### src/rtl/core/miu_pkg.sv
`default_nettype none

package miu_pkg;

    // default datapath width and modulus after reset
    localparam int WIDTH_DEF     = 16;
    localparam int MODULUS_RESET = 256;

    // sequencer status toward the top level
    typedef struct packed {
        logic busy;
        logic done;
    } miu_status_t;

endpackage

`default_nettype wire

### src/rtl/core/miu_core.sv
`default_nettype none

module miu_core
    import miu_pkg::*;
#(
    parameter int WIDTH = WIDTH_DEF
) (
    input  wire logic             clk,
    input  wire logic             rst_n,
    input  wire logic             start,
    input  wire logic [WIDTH-1:0] value,
    input  wire logic [WIDTH-1:0] modulus,
    input  wire logic             res_ack,
    output miu_status_t           status,
    output logic      [WIDTH-1:0] res_inverse,
    output logic                  res_has_inverse
);

    localparam int CW = (WIDTH > 1) ? $clog2(WIDTH) : 1;

    localparam logic [2:0] ST_IDLE = 3'd0;
    localparam logic [2:0] ST_RED  = 3'd1;
    localparam logic [2:0] ST_DIV  = 3'd2;
    localparam logic [2:0] ST_UPD  = 3'd3;
    localparam logic [2:0] ST_DONE = 3'd4;

    logic [2:0]       state_reg, state_next;
    logic [CW-1:0]    cnt_reg, cnt_next;
    logic [WIDTH-1:0] dividend_reg, dividend_next;
    logic [WIDTH-1:0] divisor_reg, divisor_next;
    logic [WIDTH-1:0] rem_reg, rem_next;
    logic [WIDTH-1:0] acc_reg, acc_next;
    logic [WIDTH-1:0] old_t_reg, old_t_next;
    logic [WIDTH-1:0] cur_t_reg, cur_t_next;
    logic [WIDTH-1:0] inv_reg, inv_next;
    logic             ok_reg, ok_next;

    logic [WIDTH:0]   m_ext;
    logic [WIDTH:0]   cand;
    logic [WIDTH:0]   cand_diff;
    logic             ge;
    logic [WIDTH-1:0] rem_step;
    logic [WIDTH:0]   dbl;
    logic [WIDTH:0]   dbl_diff;
    logic [WIDTH-1:0] dbl_red;
    logic [WIDTH:0]   sum;
    logic [WIDTH:0]   sum_diff;
    logic [WIDTH-1:0] acc_step;
    logic [WIDTH:0]   t_diff;
    logic [WIDTH:0]   t_wrap;
    logic [WIDTH-1:0] new_t;

    // shared restoring divide step: one quotient bit per cycle
    assign m_ext     = {1'b0, modulus};
    assign cand      = {rem_reg, dividend_reg[WIDTH-1]};
    assign cand_diff = cand - {1'b0, divisor_reg};
    assign ge        = (cand >= {1'b0, divisor_reg});
    assign rem_step  = ge ? cand_diff[WIDTH-1:0] : cand[WIDTH-1:0];

    // horner accumulation of quotient times cur_t, mod modulus
    assign dbl      = {acc_reg, 1'b0};
    assign dbl_diff = dbl - m_ext;
    assign dbl_red  = (dbl >= m_ext) ? dbl_diff[WIDTH-1:0] : dbl[WIDTH-1:0];
    assign sum      = {1'b0, dbl_red} + {1'b0, (ge ? cur_t_reg : {WIDTH{1'b0}})};
    assign sum_diff = sum - m_ext;
    assign acc_step = (sum >= m_ext) ? sum_diff[WIDTH-1:0] : sum[WIDTH-1:0];

    // new coefficient: old_t minus product, kept in [0, modulus)
    assign t_diff = {1'b0, old_t_reg} - {1'b0, acc_reg};
    assign t_wrap = t_diff + m_ext;
    assign new_t  = (old_t_reg >= acc_reg) ? t_diff[WIDTH-1:0] : t_wrap[WIDTH-1:0];

    // sequencer
    always_comb
    begin
        state_next    = state_reg;
        cnt_next      = cnt_reg;
        dividend_next = dividend_reg;
        divisor_next  = divisor_reg;
        rem_next      = rem_reg;
        acc_next      = acc_reg;
        old_t_next    = old_t_reg;
        cur_t_next    = cur_t_reg;
        inv_next      = inv_reg;
        ok_next       = ok_reg;
        case (state_reg)
            ST_IDLE:
            begin
                if (start)
                begin
                    dividend_next = value;
                    divisor_next  = modulus;
                    rem_next      = '0;
                    cnt_next      = CW'(WIDTH - 1);
                    inv_next      = '0;
                    ok_next       = 1'b0;
                    if (modulus < WIDTH'(2))
                        state_next = ST_DONE;
                    else
                        state_next = ST_RED;
                end
            end
            ST_RED:
            begin
                dividend_next = {dividend_reg[WIDTH-2:0], 1'b0};
                rem_next      = rem_step;
                cnt_next      = cnt_reg - CW'(1);
                if (cnt_reg == '0)
                begin
                    if (rem_step == '0)
                        state_next = ST_DONE;
                    else
                    begin
                        // set up euclid on (modulus, reduced value)
                        dividend_next = modulus;
                        divisor_next  = rem_step;
                        rem_next      = '0;
                        acc_next      = '0;
                        old_t_next    = '0;
                        cur_t_next    = WIDTH'(1);
                        cnt_next      = CW'(WIDTH - 1);
                        state_next    = ST_DIV;
                    end
                end
            end
            ST_DIV:
            begin
                dividend_next = {dividend_reg[WIDTH-2:0], 1'b0};
                rem_next      = rem_step;
                acc_next      = acc_step;
                cnt_next      = cnt_reg - CW'(1);
                if (cnt_reg == '0)
                    state_next = ST_UPD;
            end
            ST_UPD:
            begin
                old_t_next    = cur_t_reg;
                cur_t_next    = new_t;
                dividend_next = divisor_reg;
                divisor_next  = rem_reg;
                if (rem_reg == '0)
                begin
                    // gcd is the last nonzero remainder
                    if (divisor_reg == WIDTH'(1))
                    begin
                        inv_next = cur_t_reg;
                        ok_next  = 1'b1;
                    end
                    state_next = ST_DONE;
                end
                else
                begin
                    rem_next   = '0;
                    acc_next   = '0;
                    cnt_next   = CW'(WIDTH - 1);
                    state_next = ST_DIV;
                end
            end
            ST_DONE:
            begin
                if (res_ack)
                    state_next = ST_IDLE;
            end
            default:
            begin
                state_next = ST_IDLE;
            end
        endcase
    end

    // control state
    always_ff @(posedge clk or negedge rst_n)
    begin
        if (!rst_n)
        begin
            state_reg <= ST_IDLE;
            cnt_reg   <= '0;
        end
        else
        begin
            state_reg <= state_next;
            cnt_reg   <= cnt_next;
        end
    end

    // datapath registers
    always_ff @(posedge clk)
    begin
        dividend_reg <= dividend_next;
        divisor_reg  <= divisor_next;
        rem_reg      <= rem_next;
        acc_reg      <= acc_next;
        old_t_reg    <= old_t_next;
        cur_t_reg    <= cur_t_next;
        inv_reg      <= inv_next;
        ok_reg       <= ok_next;
    end

    assign status.busy     = (state_reg != ST_IDLE);
    assign status.done     = (state_reg == ST_DONE);
    assign res_inverse     = inv_reg;
    assign res_has_inverse = ok_reg;

endmodule

`default_nettype wire

### src/rtl/core/modular_inverse_unit.sv
// modular_inverse_unit: multiplicative inverse of a word modulo a configured modulus
//
// channels
//   input word  (in_valid/in_ready, value): number whose inverse is wanted
//   result word (out_valid/out_ready, inverse, has_inverse): inverse, or 0
//     with has_inverse low when value and modulus share a factor
//   config word (cfg_valid/cfg_ready, modulus): cfg_ready is always high; new
//     modulus, which the user writes only while no word is in flight (not enforced)
// sequence: value is first reduced mod modulus, then each euclid step is a
//   divide followed by a coefficient update, and the result waits in the
//   done state until the output register takes it; a modulus below 2
//   goes straight to the done state
// throughput: one word at a time; the shared one-bit-per-cycle divide and
//   mod-add unit is the limit, so in_ready is low until the result is handed
//   to the output register
// reset: modulus returns to 256, no word in flight, out_valid low
// stall: a result waits in the output register while out_ready is low; a
//   new input word is taken meanwhile, and the next result waits inside
//   the core until the register is free
`default_nettype none

module modular_inverse_unit
    import miu_pkg::*;
#(
    parameter int WIDTH = WIDTH_DEF
) (
    input  wire logic             clk,
    input  wire logic             rst_n,
    input  wire logic             cfg_valid,
    output logic                  cfg_ready,
    input  wire logic [WIDTH-1:0] modulus,
    input  wire logic             in_valid,
    output logic                  in_ready,
    input  wire logic [WIDTH-1:0] value,
    output logic                  out_valid,
    input  wire logic             out_ready,
    output logic      [WIDTH-1:0] inverse,
    output logic                  has_inverse
);

    logic [WIDTH-1:0] modulus_reg;
    logic             out_valid_reg, out_valid_next;
    logic [WIDTH-1:0] inverse_reg;
    logic             has_inverse_reg;
    miu_status_t      status;
    logic             start;
    logic             res_ack;
    logic [WIDTH-1:0] res_inverse;
    logic             res_has_inverse;

    // config register
    assign cfg_ready = 1'b1;

    always_ff @(posedge clk or negedge rst_n)
    begin
        if (!rst_n)
            modulus_reg <= WIDTH'(MODULUS_RESET);
        else if (cfg_valid)
            modulus_reg <= modulus;
    end

    // input handshake
    assign in_ready = !status.busy;
    assign start    = in_valid && in_ready;

    // hand result to output register when it is free or being drained
    assign res_ack        = status.done && (!out_valid_reg || out_ready);
    assign out_valid_next = res_ack ? 1'b1 : (out_ready ? 1'b0 : out_valid_reg);

    always_ff @(posedge clk or negedge rst_n)
    begin
        if (!rst_n)
            out_valid_reg <= 1'b0;
        else
            out_valid_reg <= out_valid_next;
    end

    always_ff @(posedge clk)
    begin
        if (res_ack)
        begin
            inverse_reg     <= res_inverse;
            has_inverse_reg <= res_has_inverse;
        end
    end

    assign out_valid   = out_valid_reg;
    assign inverse     = inverse_reg;
    assign has_inverse = has_inverse_reg;

    // euclid sequencer and shared divide unit
    miu_core #(
        .WIDTH (WIDTH)
    ) u_core (
        .clk             (clk),
        .rst_n           (rst_n),
        .start           (start),
        .value           (value),
        .modulus         (modulus_reg),
        .res_ack         (res_ack),
        .status          (status),
        .res_inverse     (res_inverse),
        .res_has_inverse (res_has_inverse)
    );

    // checks
    a_busy_after_start: assert property (@(posedge clk) disable iff (!rst_n)
        start |=> !in_ready)
        else $error("core not busy after accepting a word");

    a_done_is_busy: assert property (@(posedge clk) disable iff (!rst_n)
        status.done |-> status.busy)
        else $error("done reported while core idle");

    a_no_inverse_zero: assert property (@(posedge clk) disable iff (!rst_n)
        (out_valid && !has_inverse) |-> (inverse == '0))
        else $error("nonzero inverse without has_inverse");

    a_inverse_nonzero: assert property (@(posedge clk) disable iff (!rst_n)
        (out_valid && has_inverse) |-> (inverse != '0))
        else $error("zero inverse flagged as valid");

endmodule

`default_nettype wire
### config.mk
export PLATFORM = sky130hd
export DESIGN_NAME = modular_inverse_unit
export DESIGN_NICKNAME = d
export VERILOG_FILES = /design/src/rtl/core/miu_pkg.sv /design/src/rtl/core/miu_core.sv /design/src/rtl/core/modular_inverse_unit.sv
export SDC_FILE = /design/constraint.sdc
export NUM_CORES = 1
export LEC_CHECK = 0
export ABC_AREA = 1
export BUFFER_PORTS_ARGS = -buffer_cell sky130_fd_sc_hd__buf_2
export CAP_MARGIN = 20
export CORE_UTILIZATION = 55
export DETAILED_ROUTE_END_ITERATION = 10
export HOLD_SLACK_MARGIN = 0.02
export PLACE_DENSITY = 0.73
export SYNTH_ARGS = -nofsm -noshare
export SYNTH_HDL_FRONTEND = slang
export SYNTH_SLANG_ARGS = --single-unit
export TNS_END_PERCENT = 10
### constraint.sdc
create_clock -name clk -period 8.4 [get_ports clk]
set_input_delay 0.42 -clock clk [delete_from_list [all_inputs] [get_ports clk]]
set_output_delay 0.42 -clock clk [all_outputs]
set_load 0.01 [all_outputs]
======== After elaboration in Yosys (flattened, before gate mapping) ========
Index checks and enable logic that the tools add are counted.
storage, ports and cells
  register bits ........................... 154
  bits of input ports ..................... 37
  output and inout port bits .............. 20
  word-level logic and storage cells ...... 109
cells by class
  $add $sub $neg .......................... 7
  magnitude comparators ................... 5
  eq/ne operators ......................... 13
  mux-type cells .......................... 47
  reduce and logical (&&, ||, !) cells .... 23
operator list
  operator                                                                number
  16-bit two-way mux                                                      21
  16-bit one-hot mux with 4 select lines                                  2
  16-bit one-hot mux with 2 select lines                                  3
  16-bit one-hot mux with 3 select lines                                  2
  16-bit subtractor                                                       4
  17-bit by 16-bit >= comparator with 1-bit output                        3
  16-bit logical NOT                                                      2
  3-bit two-way mux                                                       7
  16-bit by 16-bit adder with 17-bit output                               1
  16-bit adder                                                            1
  16-bit by 1-bit == test with 1-bit output (second input constant)       1
  16-bit >= comparator                                                    1
  16-bit by 2-bit < comparator with 1-bit output (second input constant)  1
  4-bit two-way mux                                                       4
  4-bit one-hot mux with 4 select lines                                   1
  4-bit AND reduction                                                     4
  3-bit one-hot mux with 5 select lines                                   1
  2-bit by 1-bit != test with 1-bit output (second input constant)        5
  3-bit nonzero test                                                      3
  3-bit by 2-bit == test with 1-bit output (second input constant)        2
  2-bit != test (second input constant)                                   3
  3-bit AND reduction                                                     2
  2-bit nonzero test                                                      3
  1-bit two-way mux                                                       5
  other kinds (11)                                                        13

======== Logic depth before layout (Yosys ltp) ========
Gate-level depths: netlist (run 1).
  word-level depth ........................ 6
  depth in mapped cells ................... 35
  gate-level depth less buffers ........... 35

======== Cells and area by module ========
From an unflattened synthesis (run 1), not the netlist that was laid out.
unflattened totals
  cells, all modules ...................... 1,489
  area, all modules ....................... 11,812.6 µm²
by module, submodules not included
  module                instances  cells an instance  area an instance (µm²)  sequential area each (µm²)
  miu_core              1          1,394              10,583.9                3,568.4
  modular_inverse_unit  1          95                 1,228.7                 937.1

======== Worst setup path after synthesis (run 1) ========
Ideal clock, no wire load.
  path kind ............................... register -> register
  from .................................... reg modulus_reg[12]
  to ...................................... reg u_core.acc_reg[13] (data pin)
  setup time .............................. 0.253 ns
  arrival ................................. 5.518 ns
  data required time ...................... 8.147 ns
  path slack .............................. 2.630 ns
  cell stages (with the launch flop) ...... 29
  buffers on the path ..................... 2
  period minus slack after synthesis ...... 5.770 ns
  cell sequence ........................... dfrtp_1 -> inv_1 -> ha_1 -> a21oi_1 -> o21ai_0 -> a2111oi_0 -> nand4_1 -> inv_1 -> clkbuf_1 -> nor2_1 -> ha_1 -> fa_1 -> nand3_1 -> nand2_1 -> nand2_1 -> o211ai_1 -> a31oi_1 -> o21ai_1 -> nand2_1 -> nand2_1 -> xor2_1 -> ha_1 -> nand4_1 -> nor3_1 -> a2111oi_1 -> nand3_2 -> buf_2 -> nor2_1 -> nor2_1
between the ends
  longest elaborated chain between the ends .. 6
  elaborated cells between the ends (all ways) .. 8
  those cells by class .................... add/sub: 3; order compare: 2; mux: 3
ends and longest elaborated chain
  what                                                                                   RTL line                        RTL
  from (decl)                                                                            modular_inverse_unit.sv:41      logic [WIDTH-1:0] modulus_reg;
  from (signal assigned)                                                                 modular_inverse_unit.sv:57      modulus_reg <= WIDTH'(MODULUS_RESET);
  from (signal assigned)                                                                 modular_inverse_unit.sv:59      modulus_reg <= modulus;
  16-bit subtractor or 17-bit by 16-bit >= comparator with 1-bit output (tied branches)  miu_core.sv:62, miu_core.sv:63
  16-bit two-way mux                                                                     miu_core.sv:63                  assign dbl_red = (dbl >= m_ext) ? dbl_diff[WIDTH-1:0] : dbl[WIDTH-1:0];
  16-bit by 16-bit adder with 17-bit output                                              miu_core.sv:64                  assign sum = {1'b0, dbl_red} + {1'b0, (ge ? cur_t_reg : {WIDTH{1'b0}})};
  16-bit subtractor or 17-bit by 16-bit >= comparator with 1-bit output (tied branches)  miu_core.sv:65, miu_core.sv:66
  16-bit two-way mux *                                                                   miu_core.sv:66                  assign acc_step = (sum >= m_ext) ? sum_diff[WIDTH-1:0] : sum[WIDTH-1:0];
  16-bit one-hot mux with 3 select lines *                                               miu_core.sv:86                  case (state_reg)
  to (signal assigned)                                                                   miu_core.sv:192                 acc_reg <= acc_next;
  to (decl)                                                                              miu_core.sv:32                  logic [WIDTH-1:0] acc_reg, acc_next;
Mark *: on every way between the ends. The rest lies on a longest branch, timed or not.
A chain may end at the register's enable or synchronous reset.

======== Worst setup path after layout (run 1) ========
  from .................................... reg modulus_reg[12]
  to ...................................... reg u_core.acc_reg[7] (data pin)
between the ends
  longest elaborated chain between the ends .. 6
  elaborated cells between the ends (all ways) .. 8
  those cells by class .................... add/sub: 3; order compare: 2; mux: 3
ends and longest elaborated chain
  what                                                                                   RTL line
  17-bit by 16-bit >= comparator with 1-bit output or 16-bit subtractor (tied branches)  miu_core.sv:63, miu_core.sv:62
  16-bit two-way mux                                                                     miu_core.sv:63
  16-bit by 16-bit adder with 17-bit output                                              miu_core.sv:64
  16-bit subtractor or 17-bit by 16-bit >= comparator with 1-bit output (tied branches)  miu_core.sv:65, miu_core.sv:66
  16-bit two-way mux *                                                                   miu_core.sv:66
  16-bit one-hot mux with 3 select lines *                                               miu_core.sv:86
Marked as above.

==> impl_metrics.csv, run 1 <==
group,metric,value,unit
setup_path,crit_type,"register to register",
synthesis,synthArstFlopShare,15.58,%
setup_path,cpMostUsedCell,"nand2_1",
synthesis,synth_cell_types,54,
route,ant_nets,0,
synthesis,synth_seq_cells,154,
global_routing,grt_start_max_net_pins,45,
cts,clkTransAtPathRegs,0.08,ns
synthesis,ys.flop_type,"edfxtp_1",
cts,htreeDepth,4,
layout,final_nets,1719,
hold_path,hold_path_class,"input port to async pin",
setup_path,r2r_slack,1.81,ns
route,vias_per_cell,5.666,
floorplan,die_y,149.6,um
global_routing,grt_antenna_before_repair,0,
setup_path,critPathTopFamily,"compound AO/OA/AOI/OAI gates",
job,maxCapViolations,0,
placed_design,place.gp.congestion,0.9204,
synthesis,synth.largest_area_cell,"edfxtp_1",
run_status,outcome,"complete, no violations",
synthesis,yosys_warnings,0,
route,drt-pass1-iter-count,5,
layout,area_growth,9.435,%
synthesis,avgSynthCellArea,7.861,um2
floorplan,core_area,0.02122,mm2
route,avgRoutedWirePerCell,17.71,um
cts,cts_hold_buf,0,
floorplan,fp.dieW,149.6,um
setup_path,critPathRequiredTime,8.60,ns
global_routing,grt_use_total,31.07,%
floorplan,rows,53,
global_routing,grt_pass1_wl,52560,um
route,wl,33070,um
cts,post_cts_resized,0,
synthesis,yosysTopAreaCellShare,32.56,%
cts,postCtsSetupRepairBufs,0,
global_routing,overflow,0,
sta,fin_skew,0.01581,ns
setup_path,worstSetupEndpointType,"register",
synthesis,synth-edff-count,130,
placed_design,port_buffers,55,
global_routing,grt_pass1_vias,9924,
cts,cts-buffers-inserted,17,
synthesis,yosysMostFrequentCell,"nand2_1",
sta,tightest_slew,0.8277,ns
synthesis,netlist_top_cells_count,"364 x nand2_1, 229 x inv_1, 130 x edfxtp_1",
synthesis,syn_nets,1665,
layout,drive_gt1_share,10.11,%
synthesis,synth.area.top_cells,"edfxtp_1 33%, nand2_1 11%, ha_1 10%, inv_1 7.2%, dfrtp_1 4.8%",
sta,fin_tns_setup,0,ns
setup_path,start_kind,"register",
sta,final_hold_viol_count,0,
sta,rsz0062_at_grt,"false",
floorplan,initial_core_util,56.49,%
sta,relSlewSlack,44.76,%
setup_path,cp_num_buf_inv,4,
cts,cts_tree,"done",
cts,cts_root_buf,"clkbuf_16",
sta,setup_viol,0,
setup_path,cpPeakStageDelay,0.50,ns
route,drt_iter0_drc,1075,
route,vias,10580,
synthesis,syn-cell-area,0.01199,mm2
synthesis,syn_inst,1525,
layout,diodes,0,
setup_path,cp.arrival,6.79,ns
sta,finalCritPeriodShare,78.51,%
sta,slew_viol_final,0,
floorplan,die_area,0.02239,mm2
cts,cts_buffer_depth,2,
sta,max_freq,151.6,MHz
route,drcViolationCount,0,
setup_path,critPathSlowestCell,"a2111oi_0",
cts,cts.sinks,154,
sta,finalCriticalPeriod,6.595,ns
placed_design,dp_hpwl,25420,um
floorplan,io_pins,57,
cts,clk_latency,0.44,ns
synthesis,synth_seq_area_share,37.58,%
setup_path,crit_path_max_fanout,27,
-- routing by layer --
| layer | track usage [%] | share of wire, % | vias to the layer above |
|---|---|---|---|
| met3 | 5.793 | 9.4 | 53 |
| met1 | 46.56 | 46 | 4831 |
| met2 | 44.51 | 41 | 497 |
| met5 | 0 | 0 | - |
| li1 | - | - | 5198 |
| met4 | 10.46 | 2.9 | 0 |
-- stage by stage --
stage,hold WS [ns],area [um2],std cells,utilization (%),setup slack (ns)
floorplan,0.1244,11990,1525,-,2.630
global placement,0.4004,12540,1834,59.07,1.509
detailed placement,0.4045,12540,1834,59.07,1.330
CTS,0.03424,13110,1866,61.80,1.309
global route,0.05827,13120,1867,61.82,1.204
finish,0.02389,13120,1867,61.82,1.805
-- cell usage in the layout (no fill, tap or decap), types with 17 or more instances in the layout --
cell	n
a21oi_1	101
buf_2	55
clkbuf_16	17
dfrtp_1	23
edfxtp_1	130
ha_1	97
inv_1	229
nand2_1	364
nand3_1	93
nand4_1	23
nor2_1	126
nor3_1	17
o21ai_0	62
o221ai_1	17
xnor2_1	21
xor2_1	50
-- layout make-up --
type,instances,area [um2]
Fill cell,1927,8102
Inverter,240,903.4
Tap cell,275,344.1
Sequential cell,154,4506
Clock buffer,17,425.4
Timing Repair Buffer,67,362.8
Clock inverter,15,152.6
Multi-Input combinational cell,1099,6425
-- cell families after synthesis --
kind of cell    count (synthesis)  share of synthesized area, %
simple gates                  681                         25.09
xor+xnor                       71                         5.187
buf+inv                       272                         8.965
fa+ha+maj                     103                         11.13
flops                         154                         37.58
other cells                     1                       0.03128
compound gates                243                         12.01
-- final timing paths --
kind	from	to	cells past startpoint
max in group asynchronous	rst_n	modulus_reg[4]$_DFFE_PN0P_	1
min in group clk	modulus[14]	modulus_reg[14]$_DFFE_PN0P_	3
worst min-delay path	rst_n	u_core.cnt_reg[3]$_DFFE_PN0P_	1
worst max-delay path	modulus_reg[12]$_DFFE_PN0P_	u_core.acc_reg[7]$_SDFFCE_PN0P_	28
worst max register to register	modulus_reg[12]$_DFFE_PN0P_	u_core.acc_reg[7]$_SDFFCE_PN0P_	28
worst min register to register	u_core.res_inverse[9]$_DFFE_PP_	inverse[9]$_DFFE_PP_	0
Power of run 1 is not shown: default switching activity piles up to over one toggle a cycle in this logic, so the estimate is an artifact.
==> run 2, diff against run 1 <==
Settings changed: PLACE_DENSITY 0.73 to 0.75.
Clock period 8.4 ns to 5.8 ns, I/O delays scaled along.
==> impl_metrics.csv, run 2 (synthesized netlist as in run 1, its figures left out) <==
group,metric,value,unit
cts,cts.sinks,154,
sta,fin_skew,0.01376,ns
sta,finalCritPeriodShare,93.43,%
floorplan,io_pins,57,
cts,cts-buffers-inserted,17,
global_routing,overflow,0,
hold_path,hold_path_class,"input port to register",
setup_path,crit_type,"register to register",
placed_design,port_buffers,55,
setup_path,cpPeakStageDelay,0.45,ns
placed_design,placed_cells,1859,
cts,cts_root_buf,"clkbuf_16",
cts,clk_latency,0.43,ns
route,drcViolationCount,0,
floorplan,fp.dieW,149.6,um
layout,multi_input_comb_area,0.006558,mm2
global_routing,grt_use_total,30.92,%
job,maxCapViolations,0,
route,vias,10820,
run_status,outcome,"complete, no violations",
sta,finalCriticalPeriod,5.419,ns
setup_path,critPathRequiredTime,5.99,ns
sta,max_freq,184.5,MHz
sta,fin_tns_setup,0,ns
layout,drive_gt1_share,13.11,%
setup_path,cp.arrival,5.61,ns
placed_design,dp_hpwl,25840,um
floorplan,die_y,149.6,um
floorplan,die_area,0.02239,mm2
sta,final_hold_viol_count,0,
setup_path,start_kind,"register",
layout,area_growth,12.91,%
layout,fin_cells,1900,
layout,seq_area,0.004507,mm2
layout,diodes,0,
layout,final_common_cell,"nand2_1",
route,avgRoutedWirePerCell,17.86,um
sta,hold_ws,0.05403,ns
global_routing,grt_start_max_net_pins,45,
cts,clkTransAtPathRegs,0.08,ns
cts,cts_tree,"done",
sta,setup_viol,0,
global_routing,grt_pass1_wl,52160,um
setup_path,critPathSlowestCell,"dfrtp_2",
cts,htreeDepth,4,
setup_path,crit_path_max_fanout,12,
layout,n_fill_cell,1868,
route,drt-pass1-iter-count,5,
global_routing,grt_pass1_vias,9693,
floorplan,rows,53,
sta,tightest_slew,1.048,ns
sta,slew_viol_final,0,
route,vias_per_cell,5.693,
route,wl,33930,um
layout,final_nets,1752,
global_routing,grt_antenna_before_repair,0,
sta,relSlewSlack,30.04,%
layout,final_cell_mix,"362 x nand2_1, 228 x inv_1, 130 x edfxtp_1, 125 x nor2_1, 99 x a21oi_1",
setup_path,worstSetupEndpointType,"register",
placed_design,place.gp.congestion,0.9513,
route,drt_iter0_drc,1253,
route,ant_nets,0,
floorplan,core_area,0.02122,mm2
cts,cts_buffer_depth,2,
floorplan,initial_core_util,56.49,%
## run 2: what timing repair did
action,in CTS,in global routing
hold buffers,1,0
endpoints found under the hold margin,23,0
setup buffers,0,8
setup endpoints to repair,0,16
gates resized for setup,0,27
## run 2: path summary, 6_finish.rpt
check | end | startpoint | slack [ns] | depth (start not counted)
setup / recovery | u_core.acc_reg[3]$_SDFFCE_PN0P_ | modulus_reg[11]$_DFFE_PN0P_ | 0.38 | 28
hold / removal | modulus_reg[14]$_DFFE_PN0P_ | modulus[14] | 0.05 | 3
setup reg to reg | u_core.acc_reg[3]$_SDFFCE_PN0P_ | modulus_reg[11]$_DFFE_PN0P_ | 0.38 | 28
hold reg to reg | inverse[10]$_DFFE_PP_ | u_core.res_inverse[10]$_DFFE_PP_ | 0.41 | 0
max in group asynchronous | modulus_reg[11]$_DFFE_PN0P_ | rst_n | 4.92 | 2
min in group asynchronous | u_core.cnt_reg[0]$_DFFE_PN0P_ | rst_n | 0.41 | 2
## run 2: area by class of cell
cell class / count / area share, %
multi-input cells: 1099 / 48.45
flip-flops and latches: 154 / 33.30
inverters: 240 / 6.674
repair buffers: 100 / 4.603
clock buffers: 17 / 3.143
well taps: 275 / 2.542
clock inverters: 15 / 1.294
## run 2: stage by stage
step,util [%],cell area (um2),setup WS [ns]
3_5_place_dp,59.97,12730,0.04361
6_report,63.79,13540,0.3811
5_1_grt,63.79,13540,-0.09233
3_3_place_gp,59.97,12730,0.1138
4_1_cts,62.85,13340,0.03579
2_1_floorplan,-,11990,0.02961
## run 2: metal layers
metal	GRT usage, %	share of wire (%)	vias to the layer above
met2	43.77	41	566
met4	8.163	2.0	0
met5	0	0	-
met3	6.402	11	42
li1	-	-	5271
met1	47.27	46	4937
## run 2: worst max-delay path, delay by kind of cell (launching register included)
family	cells	cell delay, ns
xor+xnor	1	0.25
flops	1	0.45
compound gates	9	1.62
simple gates	11	1.22
fa+ha+maj	4	1.17
buf+inv	3	0.46
Power of run 2 is left out for the same reason.
